===== src/sv/gcmsf_pkg.sv =====
`default_nettype none
package gcmsf_pkg;

    // register indexes of the configuration port
    localparam logic [1:0] REG_SPACING = 2'd0;
    localparam logic [1:0] REG_SIZE_X  = 2'd1;
    localparam logic [1:0] REG_SIZE_Y  = 2'd2;
    localparam logic [1:0] REG_SIZE_Z  = 2'd3;

    // register reset values
    localparam logic [8:0]  SPACING_RST = 9'd8;
    localparam logic [12:0] SIZE_X_RST  = 13'd256;
    localparam logic [12:0] SIZE_Y_RST  = 13'd256;
    localparam logic [12:0] SIZE_Z_RST  = 13'd64;

    // starting value of a cell minimum
    localparam logic [7:0] VAL_MAX = 8'd255;

    // width of one stored cell record
    localparam int REC_W = 44;

    // one stored cell record: position of the minimum and the minimum
    typedef struct packed {
        logic [11:0] x;
        logic [11:0] y;
        logic [11:0] z;
        logic [7:0]  val;
    } t_rec;

    // what the position walker hands to the cell update stage
    typedef struct packed {
        logic        used;
        logic        first;
        logic        seed_end;
        logic        last_cell;
        logic [11:0] x;
        logic [11:0] y;
        logic [11:0] z;
        logic [7:0]  value;
    } t_step;

endpackage
`default_nettype wire


===== src/sv/gcmsf_walk.sv =====
`default_nettype none
module gcmsf_walk #(
    parameter int MAX_DIM   = 4096,
    parameter int MAX_CELLS = 4096
) (
    input  wire logic                 i_clk,
    input  wire logic                 i_rst_n,
    input  wire logic                 i_accept,
    input  wire logic [7:0]           i_voxel_value,
    input  wire logic                 i_volume_start,
    input  wire logic [8:0]           i_grid_spacing,
    input  wire logic [12:0]          i_size_x,
    input  wire logic [12:0]          i_size_y,
    input  wire logic [12:0]          i_size_z,
    output gcmsf_pkg::t_step          o_step,
    output logic [((MAX_CELLS > 1) ? $clog2(MAX_CELLS) : 1)-1:0] o_slot
);

    import gcmsf_pkg::*;

    localparam int DW = $clog2(MAX_DIM);
    localparam int AW = ((DW > 13) ? DW : 13) + 2;
    localparam int SW = $clog2(MAX_CELLS) + 1;
    localparam int RW = ((SW > DW) ? SW : DW) + 1;
    localparam int LW = (MAX_CELLS > 1) ? $clog2(MAX_CELLS) : 1;

    // size zero acts as one, sizes above the maximum are clipped
    function automatic logic [AW-1:0] eff_size(input logic [12:0] s);
        logic [AW-1:0] w;
        w = AW'(s);
        if (s == 13'd0) begin
            w = AW'(1);
        end else if (w > AW'(MAX_DIM)) begin
            w = AW'(MAX_DIM);
        end
        return w;
    endfunction

    logic [DW-1:0] r_pos_x, r_pos_y, r_pos_z;
    logic [DW-1:0] r_start_x, r_start_y, r_start_z;
    logic [7:0]    r_off_x, r_off_y, r_off_z;
    logic [DW-1:0] r_cell_x;
    logic [SW-1:0] r_row_base;

    logic [DW-1:0] n_pos_x, n_pos_y, n_pos_z;
    logic [DW-1:0] n_start_x, n_start_y, n_start_z;
    logic [7:0]    n_off_x, n_off_y, n_off_z;
    logic [DW-1:0] n_cell_x;
    logic [SW-1:0] n_row_base;

    logic [DW-1:0] c_pos_x, c_pos_y, c_pos_z;
    logic [DW-1:0] c_start_x, c_start_y, c_start_z;
    logic [7:0]    c_off_x, c_off_y, c_off_z;
    logic [DW-1:0] c_cell_x;
    logic [SW-1:0] c_row_base;

    logic [AW-1:0] sx, sy, sz, gz;
    logic [8:0]    gm1;
    logic [RW-1:0] slot_sum;
    logic [RW-1:0] row_sum;
    logic          wrap_x, wrap_y, wrap_z;
    logic          end_x, end_y, end_z;

    assign sx  = eff_size(i_size_x);
    assign sy  = eff_size(i_size_y);
    assign sz  = eff_size(i_size_z);
    assign gz  = AW'(i_grid_spacing);
    assign gm1 = i_grid_spacing - 9'd1;

    // position of this voxel after a volume start or an out-of-range position
    always_comb begin
        c_pos_x    = r_pos_x;
        c_pos_y    = r_pos_y;
        c_pos_z    = r_pos_z;
        c_start_x  = r_start_x;
        c_start_y  = r_start_y;
        c_start_z  = r_start_z;
        c_off_x    = r_off_x;
        c_off_y    = r_off_y;
        c_off_z    = r_off_z;
        c_cell_x   = r_cell_x;
        c_row_base = r_row_base;
        if (i_volume_start) begin
            c_pos_x    = '0;
            c_pos_y    = '0;
            c_pos_z    = '0;
            c_start_x  = '0;
            c_start_y  = '0;
            c_start_z  = '0;
            c_off_x    = '0;
            c_off_y    = '0;
            c_off_z    = '0;
            c_cell_x   = '0;
            c_row_base = '0;
        end
        if (AW'(c_pos_x) >= sx) begin
            c_pos_x   = '0;
            c_start_x = '0;
            c_off_x   = '0;
            c_cell_x  = '0;
        end
        if (AW'(c_pos_y) >= sy) begin
            c_pos_y    = '0;
            c_start_y  = '0;
            c_off_y    = '0;
            c_row_base = '0;
        end
        if (AW'(c_pos_z) >= sz) begin
            c_pos_z   = '0;
            c_start_z = '0;
            c_off_z   = '0;
        end
    end

    // cell membership, slot and cell corners
    assign slot_sum = RW'(c_row_base) + RW'(c_cell_x);
    assign end_x    = ({1'b0, c_off_x} == gm1);
    assign end_y    = ({1'b0, c_off_y} == gm1);
    assign end_z    = ({1'b0, c_off_z} == gm1);

    always_comb begin
        o_step.used = (i_grid_spacing != 9'd0)
                   && (AW'(c_start_x) + gz < sx)
                   && (AW'(c_start_y) + gz < sy)
                   && (AW'(c_start_z) + gz < sz)
                   && (slot_sum < RW'(MAX_CELLS));
        o_step.first     = (c_off_x == 8'd0) && (c_off_y == 8'd0) && (c_off_z == 8'd0);
        o_step.seed_end  = end_x && end_y && end_z;
        o_step.last_cell = (AW'(c_start_x) + gz + gz >= sx)
                        && (AW'(c_start_y) + gz + gz >= sy)
                        && (AW'(c_start_z) + gz + gz >= sz);
        o_step.x         = 12'(c_pos_x);
        o_step.y         = 12'(c_pos_y);
        o_step.z         = 12'(c_pos_z);
        o_step.value     = i_voxel_value;
    end

    assign o_slot = LW'(slot_sum);

    // raster advance: x fastest, then y, then z
    assign wrap_x  = (AW'(c_pos_x) + AW'(1) >= sx);
    assign wrap_y  = (AW'(c_pos_y) + AW'(1) >= sy);
    assign wrap_z  = (AW'(c_pos_z) + AW'(1) >= sz);
    assign row_sum = RW'(c_row_base) + RW'(c_cell_x);

    always_comb begin
        n_pos_x    = c_pos_x;
        n_pos_y    = c_pos_y;
        n_pos_z    = c_pos_z;
        n_start_x  = c_start_x;
        n_start_y  = c_start_y;
        n_start_z  = c_start_z;
        n_off_x    = c_off_x;
        n_off_y    = c_off_y;
        n_off_z    = c_off_z;
        n_cell_x   = c_cell_x;
        n_row_base = c_row_base;
        if (!wrap_x) begin
            n_pos_x = c_pos_x + DW'(1);
            if (end_x) begin
                n_off_x   = '0;
                n_start_x = c_start_x + DW'(i_grid_spacing);
                n_cell_x  = c_cell_x + DW'(1);
            end else begin
                n_off_x = c_off_x + 8'd1;
            end
        end else begin
            n_pos_x   = '0;
            n_off_x   = '0;
            n_start_x = '0;
            n_cell_x  = '0;
            if (!wrap_y) begin
                n_pos_y = c_pos_y + DW'(1);
                if (end_y) begin
                    // the row just finished counted the used cells of a row
                    n_off_y   = '0;
                    n_start_y = c_start_y + DW'(i_grid_spacing);
                    if (row_sum >= RW'(MAX_CELLS)) begin
                        n_row_base = SW'(MAX_CELLS);
                    end else begin
                        n_row_base = SW'(row_sum);
                    end
                end else begin
                    n_off_y = c_off_y + 8'd1;
                end
            end else begin
                n_pos_y    = '0;
                n_off_y    = '0;
                n_start_y  = '0;
                n_row_base = '0;
                if (!wrap_z) begin
                    n_pos_z = c_pos_z + DW'(1);
                    if (end_z) begin
                        n_off_z   = '0;
                        n_start_z = c_start_z + DW'(i_grid_spacing);
                    end else begin
                        n_off_z = c_off_z + 8'd1;
                    end
                end else begin
                    n_pos_z   = '0;
                    n_off_z   = '0;
                    n_start_z = '0;
                end
            end
        end
    end

    // position registers
    always_ff @(posedge i_clk) begin
        if (!i_rst_n) begin
            r_pos_x    <= '0;
            r_pos_y    <= '0;
            r_pos_z    <= '0;
            r_start_x  <= '0;
            r_start_y  <= '0;
            r_start_z  <= '0;
            r_off_x    <= '0;
            r_off_y    <= '0;
            r_off_z    <= '0;
            r_cell_x   <= '0;
            r_row_base <= '0;
        end else if (i_accept) begin
            r_pos_x    <= n_pos_x;
            r_pos_y    <= n_pos_y;
            r_pos_z    <= n_pos_z;
            r_start_x  <= n_start_x;
            r_start_y  <= n_start_y;
            r_start_z  <= n_start_z;
            r_off_x    <= n_off_x;
            r_off_y    <= n_off_y;
            r_off_z    <= n_off_z;
            r_cell_x   <= n_cell_x;
            r_row_base <= n_row_base;
        end
    end

endmodule
`default_nettype wire


===== config.mk =====
export PLATFORM = sky130hd
export DESIGN_NAME = gcmsf_walk
export DESIGN_NICKNAME = d
export VERILOG_FILES = /design/src/sv/gcmsf_pkg.sv /design/src/sv/gcmsf_walk.sv
export SDC_FILE = /design/constraint.sdc
export NUM_CORES = 1
export LEC_CHECK = 0
export BUFFER_PORTS_ARGS = -buffer_cell sky130_fd_sc_hd__clkbuf_2
export CELL_PAD_IN_SITES_DETAIL_PLACEMENT = 1
export CELL_PAD_IN_SITES_GLOBAL_PLACEMENT = 1
export CORE_MARGIN = 5
export CORE_UTILIZATION = 45
export DETAILED_ROUTE_END_ITERATION = 12
export PLACE_DENSITY = 0.91
export SLEW_MARGIN = 20
export SYNTH_ARGS = -nofsm -noshare
export SYNTH_HDL_FRONTEND = slang
export SYNTH_SLANG_ARGS = --single-unit

===== constraint.sdc =====
create_clock -name i_clk -period 11.11 [get_ports i_clk]
set_input_delay 1.6665 -clock i_clk [delete_from_list [all_inputs] [get_ports i_clk]]
set_output_delay 1.6665 -clock i_clk [all_outputs]
set_load 0.01 [all_outputs]

**Yosys cells after proc, flatten, opt, wreduce, memory -nomap -nowiden**

Index checks and enable logic that the tools add are counted.

- Register bits: 121
- Input port bits: 60
- Output and inout bits: 60
- Word-level logic and storage cells: 127

- $add $sub $neg: 21
- Magnitude comparators: 17
- Equality and inequality tests: 3
- Multiplexer cells: 58
- Reduce and logical (&&, ||, !) cells: 17

Operators by type and width:

| kind | number |
|---|---|
| 12-bit 2-to-1 mux | 31 |
| 13-bit 2-to-1 mux | 12 |
| 8-bit 2-to-1 mux | 15 |
| 12-bit by 1-bit adder with 12-bit output (second input constant) | 4 |
| 12-bit by 15-bit >= comparator with 1-bit output | 3 |
| 13-bit by 15-bit >= comparator with 1-bit output | 3 |
| 14-bit by 15-bit >= comparator with 1-bit output | 3 |
| 15-bit < comparator | 3 |
| 13-bit by 9-bit adder with 14-bit output | 3 |
| 12-bit by 1-bit adder with 13-bit output (second input constant) | 3 |
| 12-bit by 9-bit adder with 13-bit output | 3 |
| 13-bit > comparator (second input constant) | 3 |
| 13-bit logical NOT | 3 |
| 12-bit by 9-bit adder with 12-bit output | 3 |
| 8-bit by 9-bit equality test with 1-bit output | 3 |
| 8-bit by 1-bit adder with 8-bit output (second input constant) | 3 |
| 8-bit logical NOT | 3 |
| 13-bit by 12-bit adder with 14-bit output | 1 |
| 14-bit by 13-bit >= comparator with 1-bit output (second input constant) | 1 |
| 14-bit by 13-bit < comparator with 1-bit output (second input constant) | 1 |
| 1-bit logical AND | 10 |
| 9-bit nonzero test | 1 |
| 9-bit by 1-bit subtractor with 9-bit output (second input constant) | 1 |

**Logic depth before layout (Yosys ltp)**

- Depth after elaboration: 11
- Depth in mapped cells: 36
- Depth with buffers taken out: 32

**Worst setup path after synthesis**

OpenSTA, ideal clock, no wires.

- Path kind: input -> output
- From: input i_volume_start
- To: output o_step[47] (netlist name)
- Data arrival time: 8528 ps
- Data required time: 9444 ps
- Slack: 916 ps
- Stages on the path: 33
- Path buffers: 6
- Cells stage by stage: clkbuf_1 > clkbuf_1 > clkbuf_1 > clkbuf_1 > nor2b_1 > ha_1 > nand4b_1 > nor4_1 > nor4_1 > and2_0 > clkbuf_1 > clkbuf_1 > nand2_1 > inv_1 > ha_1 > a21o_1 > o21ai_0 > or4b_1 > o31a_1 > nor4_1 > nor4_1 > o31a_1 > o21ai_1 > inv_1 > ha_1 > nand2_1 > nor4_1 > a2111oi_0 > o21ai_0 > a2111oi_0 > nand2_1 > a31oi_1 > and4_1

RTL lines:

| element | RTL line | source |
|---|---|---|
| start, declared | gcmsf_walk.sv:10 | `input wire logic i_volume_start,` |
| end, declared | gcmsf_walk.sv:15 | `output gcmsf_pkg::t_step o_step,` |

==> run summary <==
met2 global-route usage - 52.8%
drt first pass iters - 5
final setup fails - 0
most common cell after layout, fill and taps aside - ha_1
DP HPWL - 42.1 mm
Slowest-stage cell, CP - o41a_1
routed wire length per instance - 24.5 um
total track usage - 31.1%
Top Family by Delay on Critical Path - compound AO/OA/AOI/OAI gates
Required @ worst endpoint - 9440 ps
Clk pin slew, worst setup/hold paths - 60 ps
Longest Clk Path Bufs - 2
CP endpoint kind - output pin
CTS Buf Count - 17
Setup TNS - 0 ps
Initial Util - 45.5%
slew margin rel. - 31.3%
die width - 188 um
Post-synth EDFFs - 0
Antenna diodes - 0
busiest grt layer - met2
Synth async-reset ratio - 0%
Final #Nets - 2214
Reg2Reg Capture Point - r_start_y[9]$_SDFFE_PN0P_
register area share after synthesis - 16.9%
Fin. Hold Viols - 0
CTS Sinks - 121
clk_lat worst skew - 460 ps
Worst setup endpoint - o_step[44]
crit path max fanout - 15
port bufs - 103
post-route ant nets - 0
grt met1 use - 36.8%
Remaining Overflow, GRT - 0
site row count - 65
most frequent cells in the layout - ha_1 (231), nand2_1 (197), nor2_1 (132), dfxtp_1 (121), clkbuf_2 (102)
CP startpoint - i_size_x[12]
post-CTS setup repair buffer count - 0
initial antenna violation count - 0
clock skew - 20.2 ps
Main synth FF type - dfxtp_1
# hold bufs at CTS - 0
met3 Use GR - 5.54%
vias in the first global route - 16779
Cell Pwr Density - 91.8 nW/um^2
Avg Inst Size Synth - 7.73 um^2
Leak - 7.33 nW
die height - 188 um
Vias/cell - 6.76
CP arrival - 9160 ps
via count - 15746
clock root buffer - clkbuf_16
share of cells above drive strength 1 - 10.1%
Hold Path Class - reg -> reg
Ports - 120
max-cap viol count - 0
reg2reg setup slack - 3110 ps
R2R cell count - 23
Period minus WS final - 10830 ps
instance count on the critical path - 30
Buf+Inv Stages, Crit Path - 5
final WL - 57.1 mm
VDD IR max - 0.000113 V
crit-path max cell delay - 530 ps
layout overhead on the synthesized area - 11.1%
Peak Freq - 92.3 MHz
run status - complete, no violations
hold_ws - 464 ps
yosys warns - 0
RePlAce Congestion - 0.979
synthesized cell area - 14300 um^2
Resized Gates After CTS - 0
max-slew violations - 0
CP Class - in -> out
Placed Cells - 2299
initial drt markers - 1396
core footprint - 31500 um^2
Netlist cell types - 81
period utilisation layout - 97.5%
largest net degree at the start of global routing - 49
CTS tree - built
Slew @ Worst Pin - 1020 ps
syn_nets - 2149
RSZ-0062 raised after global routing - no
first-pass GRT wire length - 89.9 mm
Syn Inst Count - 1851
filler instances - 3873
synthesized flop and latch total - 121
CP startpoint kind - input pin
end-of-flow core utilization - 50.5%
Critical R2R Launch - r_pos_x[4]$_SDFFE_PN0P_
DRC - 0
number of H-tree levels - 4
final std cells w/o fill - 2330
Die ar. - 35500 um^2
==> flip-flops by register name (all words and copies together), names as in the netlist <==
signal / cells
r_off_x: 8
r_start_z: 12
r_pos_z: 12
r_pos_x: 12
r_start_y: 12
r_pos_y: 12
r_off_z: 8
r_start_x: 12
r_off_y: 8
r_row_base: 13
r_cell_x: 12
==> synthesized netlist by cell type (26+ instances only) <==
| library cell | number | share of area (%) |
|---|---|---|
| nor3_1 | 28 | 0.98 |
| xor2_1 | 38 | 2.3 |
| clkbuf_1 | 70 | 1.8 |
| nand2_1 | 197 | 5.2 |
| dfxtp_1 | 121 | 17 |
| nor4_1 | 26 | 1.1 |
| nor2b_1 | 54 | 2.4 |
| nand3_1 | 69 | 2.4 |
| xnor2_1 | 57 | 3.5 |
| o21ai_0 | 80 | 2.8 |
| a21oi_1 | 92 | 3.2 |
| a22o_1 | 28 | 1.7 |
| inv_1 | 78 | 2.0 |
| and3_1 | 70 | 3.1 |
| ha_1 | 231 | 20 |
| nor2_1 | 132 | 3.5 |
| and2_1 | 29 | 1.3 |
| a21o_1 | 33 | 1.7 |
| nand4_1 | 40 | 1.7 |
==> report_power, final <==
part | switching, mW | leakage [nW] | internal, mW | total (mW)
Clock | 0.254 | 0.316 | 0.410 | 0.664
Combinational | 0.230 | 6.04 | 0.127 | 0.357
Sequential | 0.00252 | 0.976 | 0.436 | 0.438
==> per-stage QoR <==
| step | setup slack (ps) | area, um^2 | power [mW] |
|---|---|---|---|
| 4_1_cts | 264 | 15900 | 1.44 |
| 2_1_floorplan | 916 | 14300 | 0.671 |
| 6_report | 282 | 15900 | 1.46 |
| 3_5_place_dp | 422 | 15200 | 0.790 |
| 5_1_grt | 48.4 | 15900 | 1.50 |
| 3_3_place_gp | 745 | 15200 | 0.769 |
==> routing by layer <==
layer,routed length [um],share of wire (%)
met2,26900,47
met3,4150,7.3
met1,22600,40
met5,0,0
met4,3450,6.0
==> kinds of logic (layout without fill, tap and decap cells) <==
logic type                 count (synthesis)  count (layout)  synth area share (%)
AOI/OAI and AO/OA                        479             479                  23.3
xor gates and xnor gates                 100             100                  6.60
adders and majority gates                238             238                  21.2
buffers and inverters                    166             243                  4.69
DFF                                      121             121                  16.9
muxes                                     22              22                  1.56
and+or+nand+nor                          725             725                  25.7
==> worst reg2reg max path, delay by kind of cell, from the launching register on <==
family | cells | cell delay [ps]
AO/OA/AOI/OAI | 7 | 2990
XOR/XNOR | 1 | 210
adder cells (fa/ha/maj) | 3 | 900
buffers and inverters | 1 | 330
flip-flops | 1 | 410
AND/OR/NAND/NOR | 11 | 3030
==> final cells by class <==
class	count	area, um^2	area share [%]
sequential	121	2420	15.2
tap	402	503	3.16
clock buffer	20	457	2.87
multi-input combinational	1564	11300	70.9
clock inverter	11	194	1.22
timing repair buffer	133	743	4.67
inverter	79	304	1.91
==> how the worst min path moves through the flow <==
stage | startpoint | to | slack [ps] | cells past startpoint
finish | r_cell_x[10]$_SDFFE_PN0P_ | r_cell_x[10]$_SDFFE_PN0P_ | 460 | 2
global route | r_cell_x[10]$_SDFFE_PN0P_ | r_cell_x[10]$_SDFFE_PN0P_ | 480 | 2
CTS | r_start_x[2]$_SDFFE_PN0P_ | r_start_x[2]$_SDFFE_PN0P_ | 460 | 2
detailed placement | r_start_x[2]$_SDFFE_PN0P_ | r_start_x[2]$_SDFFE_PN0P_ | 440 | 2
global placement | r_cell_x[1]$_SDFFE_PN0P_ | r_cell_x[1]$_SDFFE_PN0P_ | 430 | 2
floorplan | r_cell_x[1]$_SDFFE_PN0P_ | r_cell_x[1]$_SDFFE_PN0P_ | 420 | 2
Power figures use the tool's default switching activity.
