File: src/sv/gcmsf_pkg.sv
`default_nettype none
package gcmsf_pkg;

    // register indexes of the configuration port
    localparam logic [1:0] REG_SPACING = 2'd0;
    localparam logic [1:0] REG_SIZE_X  = 2'd1;
    localparam logic [1:0] REG_SIZE_Y  = 2'd2;
    localparam logic [1:0] REG_SIZE_Z  = 2'd3;

    // register reset values
    localparam logic [8:0]  SPACING_RST = 9'd8;
    localparam logic [12:0] SIZE_X_RST  = 13'd256;
    localparam logic [12:0] SIZE_Y_RST  = 13'd256;
    localparam logic [12:0] SIZE_Z_RST  = 13'd64;

    // starting value of a cell minimum
    localparam logic [7:0] VAL_MAX = 8'd255;

    // width of one stored cell record
    localparam int REC_W = 44;

    // one stored cell record: position of the minimum and the minimum
    typedef struct packed {
        logic [11:0] x;
        logic [11:0] y;
        logic [11:0] z;
        logic [7:0]  val;
    } t_rec;

    // what the position walker hands to the cell update stage
    typedef struct packed {
        logic        used;
        logic        first;
        logic        seed_end;
        logic        last_cell;
        logic [11:0] x;
        logic [11:0] y;
        logic [11:0] z;
        logic [7:0]  value;
    } t_step;

endpackage
`default_nettype wire

File: src/sv/gcmsf_cell.sv
`default_nettype none
module gcmsf_cell #(
    parameter int MAX_CELLS = 4096
) (
    input  wire logic                 i_clk,
    input  wire logic                 i_rst_n,
    input  wire logic                 i_accept,
    input  gcmsf_pkg::t_step          i_step,
    input  wire logic [((MAX_CELLS > 1) ? $clog2(MAX_CELLS) : 1)-1:0] i_slot,
    input  gcmsf_pkg::t_rec           i_rd_rec,
    input  wire logic                 i_seed_ready,
    output logic                      o_ready,
    output logic                      o_we,
    output logic [((MAX_CELLS > 1) ? $clog2(MAX_CELLS) : 1)-1:0] o_wr_slot,
    output gcmsf_pkg::t_rec           o_wr_rec,
    output logic                      o_seed_valid,
    output logic [11:0]               o_seed_x,
    output logic [11:0]               o_seed_y,
    output logic [11:0]               o_seed_z,
    output logic [7:0]                o_seed_value,
    output logic                      o_last_seed
);

    import gcmsf_pkg::*;

    localparam int LW = (MAX_CELLS > 1) ? $clog2(MAX_CELLS) : 1;

    logic          r_s1_valid;
    t_step         r_s1;
    logic [LW-1:0] r_s1_slot;
    logic          r_last_valid;
    logic [LW-1:0] r_last_slot;
    t_rec          r_last_rec;
    logic          r_seed_valid;
    t_rec          r_seed;
    logic          r_seed_last;

    t_rec base_rec;
    t_rec new_rec;
    logic fwd;
    logic produce;
    logic s1_adv;

    // stall when a seed is due but the output register stays full
    assign produce   = r_s1.used && r_s1.seed_end;
    assign s1_adv    = r_s1_valid && (!produce || !r_seed_valid || i_seed_ready);
    assign o_ready   = !r_s1_valid || s1_adv;
    assign o_we      = s1_adv && r_s1.used;
    assign o_wr_slot = r_s1_slot;
    assign o_wr_rec  = new_rec;

    // newest write to the same slot overrides the memory read
    assign fwd = r_last_valid && (r_last_slot == r_s1_slot);

    // read-modify: restart at the cell origin, keep strictly smaller values
    always_comb begin
        if (r_s1.first) begin
            base_rec = '{x: r_s1.x, y: r_s1.y, z: r_s1.z, val: VAL_MAX};
        end else if (fwd) begin
            base_rec = r_last_rec;
        end else begin
            base_rec = i_rd_rec;
        end
        new_rec = base_rec;
        if (r_s1.value < base_rec.val) begin
            new_rec = '{x: r_s1.x, y: r_s1.y, z: r_s1.z, val: r_s1.value};
        end
    end

    // update stage
    always_ff @(posedge i_clk) begin
        if (!i_rst_n) begin
            r_s1_valid <= 1'b0;
        end else if (i_accept) begin
            r_s1_valid <= 1'b1;
        end else if (s1_adv) begin
            r_s1_valid <= 1'b0;
        end
        if (i_accept) begin
            r_s1      <= i_step;
            r_s1_slot <= i_slot;
        end
    end

    // copy of the latest write-back for forwarding
    always_ff @(posedge i_clk) begin
        if (!i_rst_n) begin
            r_last_valid <= 1'b0;
        end else if (o_we) begin
            r_last_valid <= 1'b1;
        end
        if (o_we) begin
            r_last_slot <= r_s1_slot;
            r_last_rec  <= new_rec;
        end
    end

    // output register
    always_ff @(posedge i_clk) begin
        if (!i_rst_n) begin
            r_seed_valid <= 1'b0;
        end else if (s1_adv && produce) begin
            r_seed_valid <= 1'b1;
        end else if (i_seed_ready) begin
            r_seed_valid <= 1'b0;
        end
        if (s1_adv && produce) begin
            r_seed      <= new_rec;
            r_seed_last <= r_s1.last_cell;
        end
    end

    assign o_seed_valid = r_seed_valid;
    assign o_seed_x     = r_seed.x;
    assign o_seed_y     = r_seed.y;
    assign o_seed_z     = r_seed.z;
    assign o_seed_value = r_seed.val;
    assign o_last_seed  = r_seed_last;

    // write-back only for a held request inside a used cell
    a_we_held: assert property (@(posedge i_clk) disable iff (!i_rst_n)
        o_we |-> (r_s1_valid && r_s1.used))
        else $error("cell write without a used request");

    // a finished cell always shows up on the output next cycle
    a_seed_out: assert property (@(posedge i_clk) disable iff (!i_rst_n)
        (s1_adv && produce) |=> o_seed_valid)
        else $error("finished cell did not reach the output");

    // no new request while a seed is blocked behind a full output
    a_block: assert property (@(posedge i_clk) disable iff (!i_rst_n)
        (r_s1_valid && produce && o_seed_valid && !i_seed_ready) |-> !i_accept)
        else $error("request taken while update stage blocked");

    // forwarded record always comes from an earlier write
    a_fwd: assert property (@(posedge i_clk) disable iff (!i_rst_n)
        (r_s1_valid && fwd) |-> r_last_valid)
        else $error("forwarding without a prior write");

endmodule
`default_nettype wire

File: config.mk
export PLATFORM = sky130hd
export DESIGN_NAME = gcmsf_cell
export DESIGN_NICKNAME = d
export VERILOG_FILES = /design/src/sv/gcmsf_pkg.sv /design/src/sv/gcmsf_cell.sv
export SDC_FILE = /design/constraint.sdc
export NUM_CORES = 1
export LEC_CHECK = 0
export CAP_MARGIN = 0
export CORE_ASPECT_RATIO = 1.4
export CORE_MARGIN = 3
export CORE_UTILIZATION = 25
export DETAILED_ROUTE_END_ITERATION = 12
export DONT_BUFFER_PORTS = 1
export PLACE_DENSITY_LB_ADDON = 0.12
export REMOVE_ABC_BUFFERS = 1
export SETUP_SLACK_MARGIN = 0.1
export SLEW_MARGIN = 20
export SYNTH_ARGS = -nofsm -noshare
export SYNTH_HDL_FRONTEND = slang
export SYNTH_SLANG_ARGS = --single-unit
File: constraint.sdc
create_clock -name i_clk -period 6.3 [get_ports i_clk]
set_input_delay 0.315 -clock i_clk [delete_from_list [all_inputs] [get_ports i_clk]]
set_output_delay 0.315 -clock i_clk [all_outputs]
set_load 0.01 [all_outputs]
Word-level counts from Yosys, hierarchy flattened
Cells that the tools add are included.
{"block": "totals", "regBits": 164, "input_bits": 108, "output_inout_bits": 104, "elab_cells": 44}
{"block": "classes", "order_cmp": 1, "n_eq_ne": 1, "mux": 7, "n_reduce_logical": 13}
{"op": "44-bit 2-to-1 mux", "n": 3}
{"op": "12-bit equality test", "n": 1}
{"op": "8-bit less-than comparator", "n": 1}
{"op": "1-bit logical AND", "n": 5}
{"op": "1-bit 2-to-1 mux", "n": 4}
{"op": "2-bit nonzero test", "n": 2}
{"op": "1-bit logical NOT", "n": 3}
{"op": "1-bit logical OR", "n": 3}

Depth between registers and ports, before layout
Gate-level depths: netlist of the first run.
{"block": "depth", "word_depth": 7, "mapped_depth": 14, "ltp_nobuf": 12}

Worst setup path after synthesis of the first run
Ideal clock, no wire load.
{"block": "synth_path", "kind": "reg2reg", "from": "register r_seed_valid, in the netlist o_seed_valid", "to": "register r_seed_last, in the netlist o_last_seed, enable pin", "arrival_time_ps": 4513, "required_time_ps": 5892, "slack_ps": 1379, "path_stages_with_launch": 5, "path_buffers": 0, "period_less_slack_ps": 4921, "path_cell_list": "dfxtp_1 > nor2b_1 > and2_1 > nor2_1 > and2_1"}
{"block": "synth_between", "elab_chain_len": 5}
{"element": "from (decl)", "line": "gcmsf_cell.sv:34", "source": "logic r_seed_valid;"}
{"element": "from (signal assigned)", "line": "gcmsf_cell.sv:101", "source": "r_seed_valid <= 1'b0;"}
{"element": "from (signal assigned)", "line": "gcmsf_cell.sv:103", "source": "r_seed_valid <= 1'b1;"}
{"element": "from (signal assigned)", "line": "gcmsf_cell.sv:105", "source": "r_seed_valid <= 1'b0;"}
{"element": "1-bit logical NOT", "line": "gcmsf_cell.sv:46", "source": "assign s1_adv = r_s1_valid && (!produce || !r_seed_valid || i_seed_ready);"}
{"element": "1-bit logical OR (2 in a row)", "line": "gcmsf_cell.sv:46"}
{"element": "1-bit logical AND", "line": "gcmsf_cell.sv:46"}
{"element": "1-bit logical AND", "line": "gcmsf_cell.sv:107", "source": "if (s1_adv && produce) begin"}
{"element": "to (signal assigned)", "line": "gcmsf_cell.sv:109", "source": "r_seed_last <= r_s1.last_cell;"}
{"element": "to (decl)", "line": "gcmsf_cell.sv:36", "source": "logic r_seed_last;"}
No other way between the ends.
A chain may end at the register's enable or synchronous reset.

==> qor.csv, run 1 <==
stage;metric;value;unit
run_status;result of the run;complete, no violations;
synth;Synth Instances;378;
final_layout;fraction of layout cells with a size suffix above 1;7.96;%
placement;cell area after placement;6660;um^2
routing;wire per inst;20.3;um
final_layout;final layout net count;567;
sta;relative slew slack;40.0;%
die;core area;24700;um^2
final_layout;final design area excluding fillers;7890;um^2
clock_network;Clock Sinks;164;
global_routing;vias in the first global route;3747;
pwr;maximum resistive drop on vdd;172;uV
synth;mean area per synthesized cell;16.6;um^2
sta;post-layout minimum cycle time;5.51;ns
critical_path;reg-to-reg setup timing slack;1.25;ns
critical_path;cell breakdown of the critical path;xnor2_1, nand4_1, or4_2, a211oi_1, ha_1, nand4_1, o21ai_0, nor2_1, a221oi_4, buf_4, nor2_1, a21oi_1;
sta;fraction of the cycle the final worst path needs;87.5;%
critical_path;highest cell delay on the worst timing path;1.09;ns
synth;Synth Warn #;0;
worst_hold_path;Hold Path Cell Cnt;2;
synth;distinct cell type count after synthesis;30;
routing;DR vias/cell;4.36;
placement;placer congestion estimate;0.696;
critical_path;RR Endpoint;o_seed_y[4]$_DFFE_PP_;
critical_path;critical path start-end classification;reg -> out;
die;chip height;194;um
synth;post-synth design cell area;6290;um^2
clock_network;root buf cell;sky130_fd_sc_hd__clkbuf_16;
sta;worst hold slack across all endpoints;0.0399;ns
routing;total iterations of the first detailed-routing run;4;
sta;Clock Skews;0.00860;ns
synth;most used flip-flop cell after synthesis;sky130_fd_sc_hd__edfxtp_1;
sta;number of endpoints with negative hold slack in the final report;0;
clock_network;clock transition at the register clock pins on the worst setup and hold paths after CTS;0.06;ns
pwr;PwrDens;319;nW/um^2
critical_path;Crit Reg-Reg Startpoint;o_wr_slot[2]$_DFFE_PP_;
clock_network;Bufs on Longest Clock Path;2;
clock_network;cts-stage hold buffer count;64;
global_routing;All-Layer GR Usage;11.7;%
die;Die Wd;140;um
routing;total number of vias;3401;
global_routing;Congestion Overflow GR;0;
routing;Routed Wire Length;15800;um
critical_path;CP Data Arrival Time;5.20;ns
critical_path;nature of the critical path startpoint;flip-flop;
synth;area share of the largest cell type after synthesis;76.9;%
critical_path;number of cells on the critical path;12;
clock_network;Inserted Clock Buffers;17;
synth;number of synthesized flops with an enable pin;161;
clock_network;CTS-repair resized insts;0;
run;number of violations of the max-capacitance limit;0;
synth;flip-flop and latch count after synthesis;164;
clock_network;H-tree levels;4;
critical_path;Worst setup EP type;primary output;
placement;Port-buffer cells;0;
sta;total setup violations reported at the end of the flow;0;
final_layout;total inserted antenna cells;0;
final_layout;growth of design area from synthesis to finish;25.4;%
critical_path;crit path buf inv count;1;
clock_network;CTS tree;yes;
final_layout;most common library cell in the layout ignoring fill and taps;sky130_fd_sc_hd__edfxtp_1;
clock_network;Clock Latency Late Sink;0.42;ns
routing;initial detailed-routing violation count;103;
critical_path;endpoint of the most critical setup path;o_wr_rec[24];
critical_path;required time of the worst setup path;5.98;ns
pwr;total leakage power;2.89;nW
global_routing;number of antenna violations at the first check in global routing;0;
die;number of I/O pins;212;
critical_path;slowest cell on the critical path;sky130_fd_sc_hd__or4_2;
worst_hold_path;class of the tightest hold or removal check;in -> reg;
final_layout;total of fill cells in the finished design;2448;
die;initial core utilization;25.5;%
critical_path;crit path launch;o_wr_slot[2]$_DFFE_PP_;
placement;detailed placer's ending HPWL;10000;um
critical_path;maximum fanout count along the critical path;72;
critical_path;delay-heaviest family, CP;simple AND/OR/NAND/NOR gates;
synth;cell type with the highest aggregate area in the netlist;sky130_fd_sc_hd__edfxtp_1;
sta;unrepaired setup endpoints after global routing;no;
synth;top cells by area in the synthesized netlist;sky130_fd_sc_hd__edfxtp_1 (77%), sky130_fd_sc_hd__mux2i_1 (6.8%), sky130_fd_sc_hd__a21oi_1 (3.4%), sky130_fd_sc_hd__nor2_1 (2.4%), sky130_fd_sc_hd__xnor2_1 (1.7%);
final_layout;commonest cells after routing, fill and taps aside;sky130_fd_sc_hd__edfxtp_1 (161), sky130_fd_sc_hd__dlygate4sd3_1 (63), sky130_fd_sc_hd__a21oi_1 (43), sky130_fd_sc_hd__mux2i_1 (43), sky130_fd_sc_hd__nor2_1 (40);
synth;fraction of synthesis flops using an asynchronous set or reset pin;0;%
synth;fraction of the yosys area taken by sequential cells;77.9;%
sta;post-route setup TNS;0;ns
sta;number of pins exceeding their max-slew limit in the final report;0;
global_routing;wire length of the first global-routing pass;23600;um
sta;FMAX;0.181;GHz
sta;Slew @ Worst Pin;0.900;ns
critical_path;cell depth of the worst flop-to-flop path;12;
clock_network;number of buffers inserted to repair setup after CTS;0;
global_routing;maximum number of pins on one net before global-route repair;73;
die;standard-cell row count;68;
routing;antenna-violating nets left;0;
die;DIE AREA;27100;um^2
routing;number of DRC violations after detailed routing;0;
==> worst min path at each step <==
stage	endpoint	start	slack, ns
floorplan	o_last_seed$_DFFE_PP_	r_s1[44]$_DFFE_PP_	0.40
global placement	o_last_seed$_DFFE_PP_	r_s1[44]$_DFFE_PP_	0.40
detailed placement	o_last_seed$_DFFE_PP_	r_s1[44]$_DFFE_PP_	0.41
CTS	r_s1_valid$_SDFFE_PN0P_	i_accept	0.01
global route	r_s1_valid$_SDFFE_PN0P_	i_accept	0.03
finish	r_s1_valid$_SDFFE_PN0P_	i_accept	0.04
==> registers in the layout, indices dropped and copies added (netlist names) <==
signal / cells
o_last_seed: 1
o_seed_y: 12
r_s1: 48
r_s1_valid: 1
r_last_slot: 12
r_last_valid: 1
o_wr_slot: 12
o_seed_value: 8
r_last_rec: 44
o_seed_valid: 1
o_seed_z: 12
o_seed_x: 12
==> worst register-to-register path, stage by stage (launching register included) <==
cell and delay [ns]:
sky130_fd_sc_hd__edfxtp_1 0.47, sky130_fd_sc_hd__xnor2_1 0.20, sky130_fd_sc_hd__nand4_1 0.24, sky130_fd_sc_hd__or4_2 1.09, sky130_fd_sc_hd__a211oi_1 0.46, sky130_fd_sc_hd__ha_1 0.21
sky130_fd_sc_hd__nand4_1 0.15, sky130_fd_sc_hd__o21ai_0 0.31, sky130_fd_sc_hd__nor2_1 0.13, sky130_fd_sc_hd__a221oi_4 0.27, sky130_fd_sc_hd__buf_4 0.60, sky130_fd_sc_hd__nor2_1 0.17
sky130_fd_sc_hd__a21oi_1 0.48
==> final cells by class <==
type	instances	area, um^2	share of cell area, %
sequential	164	4890	62.1
multi-input combinational	189	1300	16.4
timing repair buffer	69	696	8.82
clock buffer	17	425	5.40
tap	315	394	5.00
clock inverter	15	138	1.75
inverter	11	41.3	0.524
==> synth_stat cells (4+ instances only) <==
library cell,instances
sky130_fd_sc_hd__and2_1,9
sky130_fd_sc_hd__xnor2_1,12
sky130_fd_sc_hd__a211oi_1,7
sky130_fd_sc_hd__buf_2,10
sky130_fd_sc_hd__nand2_1,4
sky130_fd_sc_hd__inv_1,11
sky130_fd_sc_hd__a21oi_1,43
sky130_fd_sc_hd__mux2i_1,43
sky130_fd_sc_hd__edfxtp_1,161
sky130_fd_sc_hd__ha_1,7
sky130_fd_sc_hd__nor2_1,41
==> logic make-up (layout without fill, tap and decap cells) <==
group,count (synthesis),in the layout,synth area share (%)
flip-flops,164,164,77.9
AND/OR/NAND/NOR,65,65,4.62
AO/OA/AOI/OAI,62,62,5.93
multiplexers,43,43,6.85
buffers and inverters,25,112,1.69
XOR/XNOR,12,12,1.67
adder cells (fa/ha/maj),7,7,1.39
==> per-stage QoR <==
stage | setup WS, ns | cells | power, mW | util (%)
floorplan | 0.766 | 364 | 1.44 | -
CTS | 0.638 | 780 | 2.56 | 32.0
detailed placement | 1.12 | 684 | 1.49 | 27.0
global placement | 1.17 | 684 | 1.48 | 27.0
global route | 0.307 | 780 | 2.63 | 32.0
finish | 0.787 | 780 | 2.51 | 32.0
==> metal layers <==
layer  global-route usage (%)  vias to the layer above  wire (um)
li1                         -                     1587          -
met2                     21.6                      131       8820
met1                     12.3                     1669       5770
met5                        0                        -          0
met3                     3.75                       14        956
met4                     4.63                        0        288
==> power breakdown <==
part	total (mW)	switching, mW	internal [mW]
Sequential	1.30	0.0284	1.27
Clock	1.01	0.433	0.578
Combinational	0.199	0.129	0.0698
No activity file was read; power rests on OpenSTA's default activity.
==> run 2: changes to the inputs <==
--- a/config.mk
+++ b/config.mk
@@ -6,7 +6,6 @@
 export NUM_CORES = 1
 export LEC_CHECK = 0
 export CAP_MARGIN = 0
-export CORE_ASPECT_RATIO = 1.4
 export CORE_MARGIN = 3
 export CORE_UTILIZATION = 25
 export DETAILED_ROUTE_END_ITERATION = 12
==> run 2 against run 1 <==
  * Fmax rose by 5.6%
  * Via count fell by 0.85%
  * Non-clock buffer count did not move
  * Critical path type unchanged
==> qor.csv, run 2 (same netlist as run 1, synthesis figures left out) <==
stage;metric;value;unit
sta;number of endpoints with negative hold slack in the final report;0;
global_routing;vias in the first global route;3565;
clock_network;root buf cell;sky130_fd_sc_hd__clkbuf_16;
final_layout;register bank with the most flops;r_s1;
sta;unrepaired setup endpoints after global routing;no;
sta;FMAX;0.192;GHz
routing;antenna-violating nets left;0;
sta;total setup violations reported at the end of the flow;0;
die;chip height;165;um
sta;Slew @ Worst Pin;0.867;ns
sta;fraction of the cycle the final worst path needs;82.9;%
die;Die Wd;165;um
sta;number of pins exceeding their max-slew limit in the final report;0;
global_routing;number of antenna violations at the first check in global routing;0;
clock_network;number of buffers inserted to repair setup after CTS;0;
global_routing;wire length of the first global-routing pass;21900;um
placement;Port-buffer cells;0;
run_status;result of the run;complete, no violations;
routing;wire per inst;19.1;um
final_layout;growth of design area from synthesis to finish;25.5;%
placement;placer congestion estimate;0.694;
sta;post-route setup TNS;0;ns
die;number of I/O pins;212;
die;core area;24500;um^2
routing;DR vias/cell;4.27;
final_layout;total inserted antenna cells;0;
critical_path;Worst setup EP type;primary output;
routing;total iterations of the first detailed-routing run;4;
final_layout;fraction of layout cells with a size suffix above 1;8.60;%
clock_network;CTS-repair resized insts;0;
critical_path;crit path buf inv count;1;
clock_network;Inserted Clock Buffers;17;
clock_network;Clock Latency Late Sink;0.42;ns
pwr;total leakage power;2.88;nW
pwr;maximum resistive drop on vdd;118;uV
global_routing;All-Layer GR Usage;11.0;%
critical_path;maximum fanout count along the critical path;32;
worst_hold_path;class of the tightest hold or removal check;in -> reg;
final_layout;commonest cells after routing, fill and taps aside;sky130_fd_sc_hd__edfxtp_1 (161), sky130_fd_sc_hd__dlygate4sd3_1 (62), sky130_fd_sc_hd__a21oi_1 (43), sky130_fd_sc_hd__mux2i_1 (43), sky130_fd_sc_hd__nor2_1 (40);
sta;Clock Skews;0.00977;ns
critical_path;cell breakdown of the critical path;xnor2_1, nand4_1, or4_2, a211oi_1, ha_1, nand4_1, o21ai_0, nor2_1, a221oi_4, buf_4, nor2_1, a21oi_1;
sta;post-layout minimum cycle time;5.22;ns
clock_network;clock transition at the register clock pins on the worst setup and hold paths after CTS;0.07;ns
final_layout;most common library cell in the layout ignoring fill and taps;sky130_fd_sc_hd__edfxtp_1;
critical_path;slowest cell on the critical path;sky130_fd_sc_hd__or4_2;
routing;Routed Wire Length;15100;um
global_routing;maximum number of pins on one net before global-route repair;60;
final_layout;final layout net count;567;
routing;initial detailed-routing violation count;184;
final_layout;registers with the most flip-flops;r_s1 (48), r_last_rec (44);
clock_network;Bufs on Longest Clock Path;2;
die;DIE AREA;27100;um^2
run;number of violations of the max-capacitance limit;0;
placement;cell area after placement;6680;um^2
sta;relative slew slack;42.2;%
routing;total number of vias;3372;
die;standard-cell row count;57;
global_routing;Congestion Overflow GR;0;
final_layout;final design area excluding fillers;7890;um^2
clock_network;H-tree levels;4;
clock_network;Clock Sinks;164;
critical_path;nature of the critical path startpoint;flip-flop;
clock_network;CTS tree;yes;
critical_path;highest cell delay on the worst timing path;1.05;ns
routing;number of DRC violations after detailed routing;0;
die;initial core utilization;25.6;%
critical_path;CP Data Arrival Time;4.90;ns
placement;detailed placer's ending HPWL;9600;um
critical_path;required time of the worst setup path;5.98;ns
critical_path;delay-heaviest family, CP;simple AND/OR/NAND/NOR gates;
final_layout;flip-flop count of the largest register after layout;48;
clock_network;cts-stage hold buffer count;63;
pwr;PwrDens;317;nW/um^2
critical_path;critical path start-end classification;reg -> out;
## run 2: cell types whose count changed in the layout (fill, tap and decap cells not counted), sizes merged
| cell | before | now |
|---|---|---|
| clkbuf | 17 | 18 |
| clkinvlp | 3 | 4 |
| buf | 6 | 7 |
| clkinv | 8 | 4 |
| bufinv | 2 | 1 |
| dlygate4sd3 | 63 | 62 |
| inv | 13 | 16 |
## run 2: layout make-up
type	instances	area (um^2)
fillers	2468	16600
flip-flops and latches	164	4890
multi-input cells	189	1300
repair buffers	69	693
clock buffers	18	429
well taps	324	405
clock inverters	14	128
inverters	11	41.3
## run 2: metal layers
layer / routed length (um) / vias to the layer above / global-route usage (%)
met5: 0 / - / 0
met4: 175 / 0 / 4.00
met3: 1130 / 10 / 4.21
met2: 7700 / 126 / 18.4
met1: 6090 / 1646 / 12.8
li1: - / 1590 / -
## run 2: final timing paths
kind / startpoint / endpoint / slack, ns / cells after the start
setup / recovery: o_wr_slot[3]$_DFFE_PP_ / o_wr_rec[11] / 1.08 / 12
hold / removal: i_accept / r_s1_valid$_SDFFE_PN0P_ / 0.04 / 2
hold reg to reg: r_s1[44]$_DFFE_PP_ / o_last_seed$_DFFE_PP_ / 0.42 / 0
setup reg to reg: o_wr_slot[3]$_DFFE_PP_ / r_last_rec[11]$_DFFE_PP_ / 1.54 / 12
## run 2: per-stage QoR
step | utilization [%] | instances | total power, mW | worst slack, ns | hold WS [ns]
floorplan | - | 364 | 1.44 | 0.766 | 0.400
global placement | 27.2 | 694 | 1.49 | 1.52 | 0.408
detailed placement | 27.2 | 694 | 1.49 | 1.43 | 0.414
CTS | 32.2 | 789 | 2.55 | 0.930 | 0.0187
global route | 32.2 | 789 | 2.62 | 0.563 | 0.0252
finish | 32.2 | 789 | 2.50 | 1.08 | 0.0434
## run 2: worst register-to-register path: cells and delay by family, from the launching register on
kind,cells,cell delay [ns]
simple gates,5,1.67
compound gates,4,1.52
flops,1,0.46
buf+inv,1,0.38
xor+xnor,1,0.23
fa+ha+maj,1,0.21
## run 2: power breakdown
part | switching (mW) | leakage [nW] | total [mW] | internal [mW]
clock | 0.454 | 0.261 | 1.00 | 0.549
sequential | 0.0276 | 1.53 | 1.30 | 1.27
combinational | 0.128 | 1.09 | 0.198 | 0.0699
==> run 3: changes to the inputs <==
==> constraint.sdc (replaced) <==
create_clock -name i_clk -period 4.45 [get_ports i_clk]
set_input_delay 0.2225 -clock i_clk [delete_from_list [all_inputs] [get_ports i_clk]]
set_output_delay 0.2225 -clock i_clk [all_outputs]
set_load 0.01 [all_outputs]
==> run 3 against run 2 <==
  * Sequential power grew 42%
  * Routed wire length grew 12%
  * Sequential share of layout area shrank 3.9 points
  * Non-clock buffer count grew 24
  * Power grew 43%
  * Core utilization grew 2.2 points
  * Sequential cell count is the same
  * Critical path depth grew 3
  * Via count grew 5.6%
  * First-iteration DRC count shrank 1.6%
==> qor.csv, run 3 (same netlist as run 1, synthesis figures left out) <==
stage;metric;value;unit
routing;number of DRC violations after detailed routing;0;
clock_network;root buf cell;sky130_fd_sc_hd__clkbuf_16;
sta;number of endpoints with negative hold slack in the final report;0;
final_layout;final design area excluding fillers;8420;um^2
global_routing;global routing met2 resource utilization;20.2;%
global_routing;vias in the first global route;3777;
sta;Slew @ Worst Pin;0.917;ns
critical_path;CP Data Arrival Time;3.94;ns
final_layout;total inserted antenna cells;0;
sta;relative slew slack;38.8;%
clock_network;CTS tree;yes;
clock_network;Inserted Clock Buffers;17;
sta;post-layout minimum cycle time;4.17;ns
die;Die Wd;165;um
clock_network;Clock Sinks;164;
pwr;post-route total power;3.58;mW
critical_path;critical path start-end classification;reg -> out;
global_routing;wire length of the first global-routing pass;23500;um
sta;unrepaired setup endpoints after global routing;yes;
placement;placer congestion estimate;0.738;
die;initial core utilization;25.6;%
final_layout;commonest cells after routing, fill and taps aside;sky130_fd_sc_hd__edfxtp_1 (161), sky130_fd_sc_hd__dlygate4sd3_1 (61), sky130_fd_sc_hd__mux2i_1 (43);
die;DIE AREA;27100;um^2
die;number of I/O pins;212;
global_routing;GR Layer Usage met1;13.8;%
pwr;maximum resistive drop on vdd;159;uV
placement;cell area after placement;6840;um^2
global_routing;met3 track utilization from global routing;4.14;%
sta;number of pins exceeding their max-slew limit in the final report;0;
clock_network;clock transition at the register clock pins on the worst setup and hold paths after CTS;0.07;ns
die;chip height;165;um
sta;Clock Skews;0.0113;ns
final_layout;fraction of layout cells with a size suffix above 1;23.7;%
placement;detailed placer's ending HPWL;10000;um
global_routing;Congestion Overflow GR;0;
critical_path;maximum fanout count along the critical path;10;
final_layout;flip-flop count of the largest register after layout;48;
run_status;result of the run;complete, no violations;
routing;wire per inst;20.7;um
final_layout;growth of design area from synthesis to finish;34.0;%
sta;total setup violations reported at the end of the flow;0;
global_routing;All-Layer GR Usage;11.8;%
clock_network;H-tree levels;4;
critical_path;required time of the worst setup path;4.23;ns
die;standard-cell row count;57;
sta;FMAX;0.240;GHz
routing;total number of vias;3560;
final_layout;final layout net count;592;
global_routing;number of antenna violations at the first check in global routing;0;
routing;Routed Wire Length;16800;um
pwr;total leakage power;3.05;nW
die;core area;24500;um^2
worst_hold_path;class of the tightest hold or removal check;in -> reg;
final_layout;register bank with the most flops;r_s1;
sta;fraction of the cycle the final worst path needs;93.6;%
routing;DR vias/cell;4.38;
routing;antenna-violating nets left;0;
final_layout;registers with the most flip-flops;r_s1 (48), r_last_rec (44);
run;number of violations of the max-capacitance limit;0;
placement;Port-buffer cells;0;
routing;total iterations of the first detailed-routing run;4;
clock_network;Bufs on Longest Clock Path;2;
final_layout;Util after Layout;34.3;%
clock_network;Clock Latency Late Sink;0.42;ns
global_routing;busiest layer in global routing;met2;
pwr;PwrDens;425;nW/um^2
critical_path;Worst setup EP type;primary output;
final_layout;most common library cell in the layout ignoring fill and taps;sky130_fd_sc_hd__edfxtp_1;
global_routing;maximum number of pins on one net before global-route repair;62;
routing;initial detailed-routing violation count;181;
critical_path;nature of the critical path startpoint;flip-flop;
-- run 3: critical path, cell delays in order (launching register included) --
cell,delay (ns)
sky130_fd_sc_hd__edfxtp_1,0.47
sky130_fd_sc_hd__xnor2_1,0.19
sky130_fd_sc_hd__nand4_1,0.12
sky130_fd_sc_hd__buf_6,0.15
sky130_fd_sc_hd__or4_4,0.62
sky130_fd_sc_hd__a211oi_4,0.31
sky130_fd_sc_hd__ha_4,0.18
sky130_fd_sc_hd__nand4_1,0.16
sky130_fd_sc_hd__o21ai_2,0.24
sky130_fd_sc_hd__nor2_2,0.08
sky130_fd_sc_hd__a221oi_4,0.31
sky130_fd_sc_hd__buf_12,0.20
sky130_fd_sc_hd__buf_16,0.14
sky130_fd_sc_hd__nor2_1,0.07
sky130_fd_sc_hd__a21oi_4,0.13
sky130_fd_sc_hd__buf_4,0.14
-- run 3: path summary, 6_finish.rpt --
check	from	endpoint	slack, ns	depth (start not counted)
min	i_seed_ready	o_seed_valid$_SDFFE_PN0P_	0.06	2
max reg2reg	o_wr_slot[3]$_DFFE_PP_	r_last_rec[12]$_DFFE_PP_	0.70	14
max	o_wr_slot[3]$_DFFE_PP_	o_wr_rec[41]	0.28	15
min reg2reg	r_s1[44]$_DFFE_PP_	o_last_seed$_DFFE_PP_	0.42	0
-- run 3: layout make-up --
cell class | instances | area [um^2]
tap | 324 | 405
clock inverter | 13 | 101
clock buffer | 18 | 429
fill | 2420 | 16100
multi-input combinational | 190 | 1550
inverter | 11 | 41.3
sequential | 164 | 4890
timing repair buffer | 93 | 1000
-- run 3: layer usage --
| layer | share of wire, % | vias to the layer above |
|---|---|---|
| met3 | 6.2 | 18 |
| met2 | 51 | 124 |
| li1 | - | 1642 |
| met1 | 42 | 1776 |
| met4 | 1.5 | 0 |
| met5 | 0 | - |
-- run 3: repair_timing --
item	CTS	global route
cloned	2	3
setup endpoints to repair	68	41
hold buffers	62	0
pin swaps	3	13
setup buffers	3	1
hold endpoints to repair	123	0
gates resized for setup	22	39
-- run 3: stage by stage --
step	std cells	hold slack [ns]	TNS [ns]	setup slack, ns
4_1_cts	809	0.0443	0	0.108
6_report	813	0.0580	0	0.283
5_1_grt	813	0.0458	0	0.0369
3_3_place_gp	711	0.321	0	0.0588
3_5_place_dp	711	0.321	-0.0953	-0.0476
2_1_floorplan	364	0.321	-132.91	-1.08
-- run 3: power by group --
group          total, mW  internal (mW)  switching (mW)  leakage [nW]
combinational      0.378          0.157           0.221          1.28
clock               1.36          0.717           0.641         0.238
sequential          1.84           1.80          0.0393          1.53
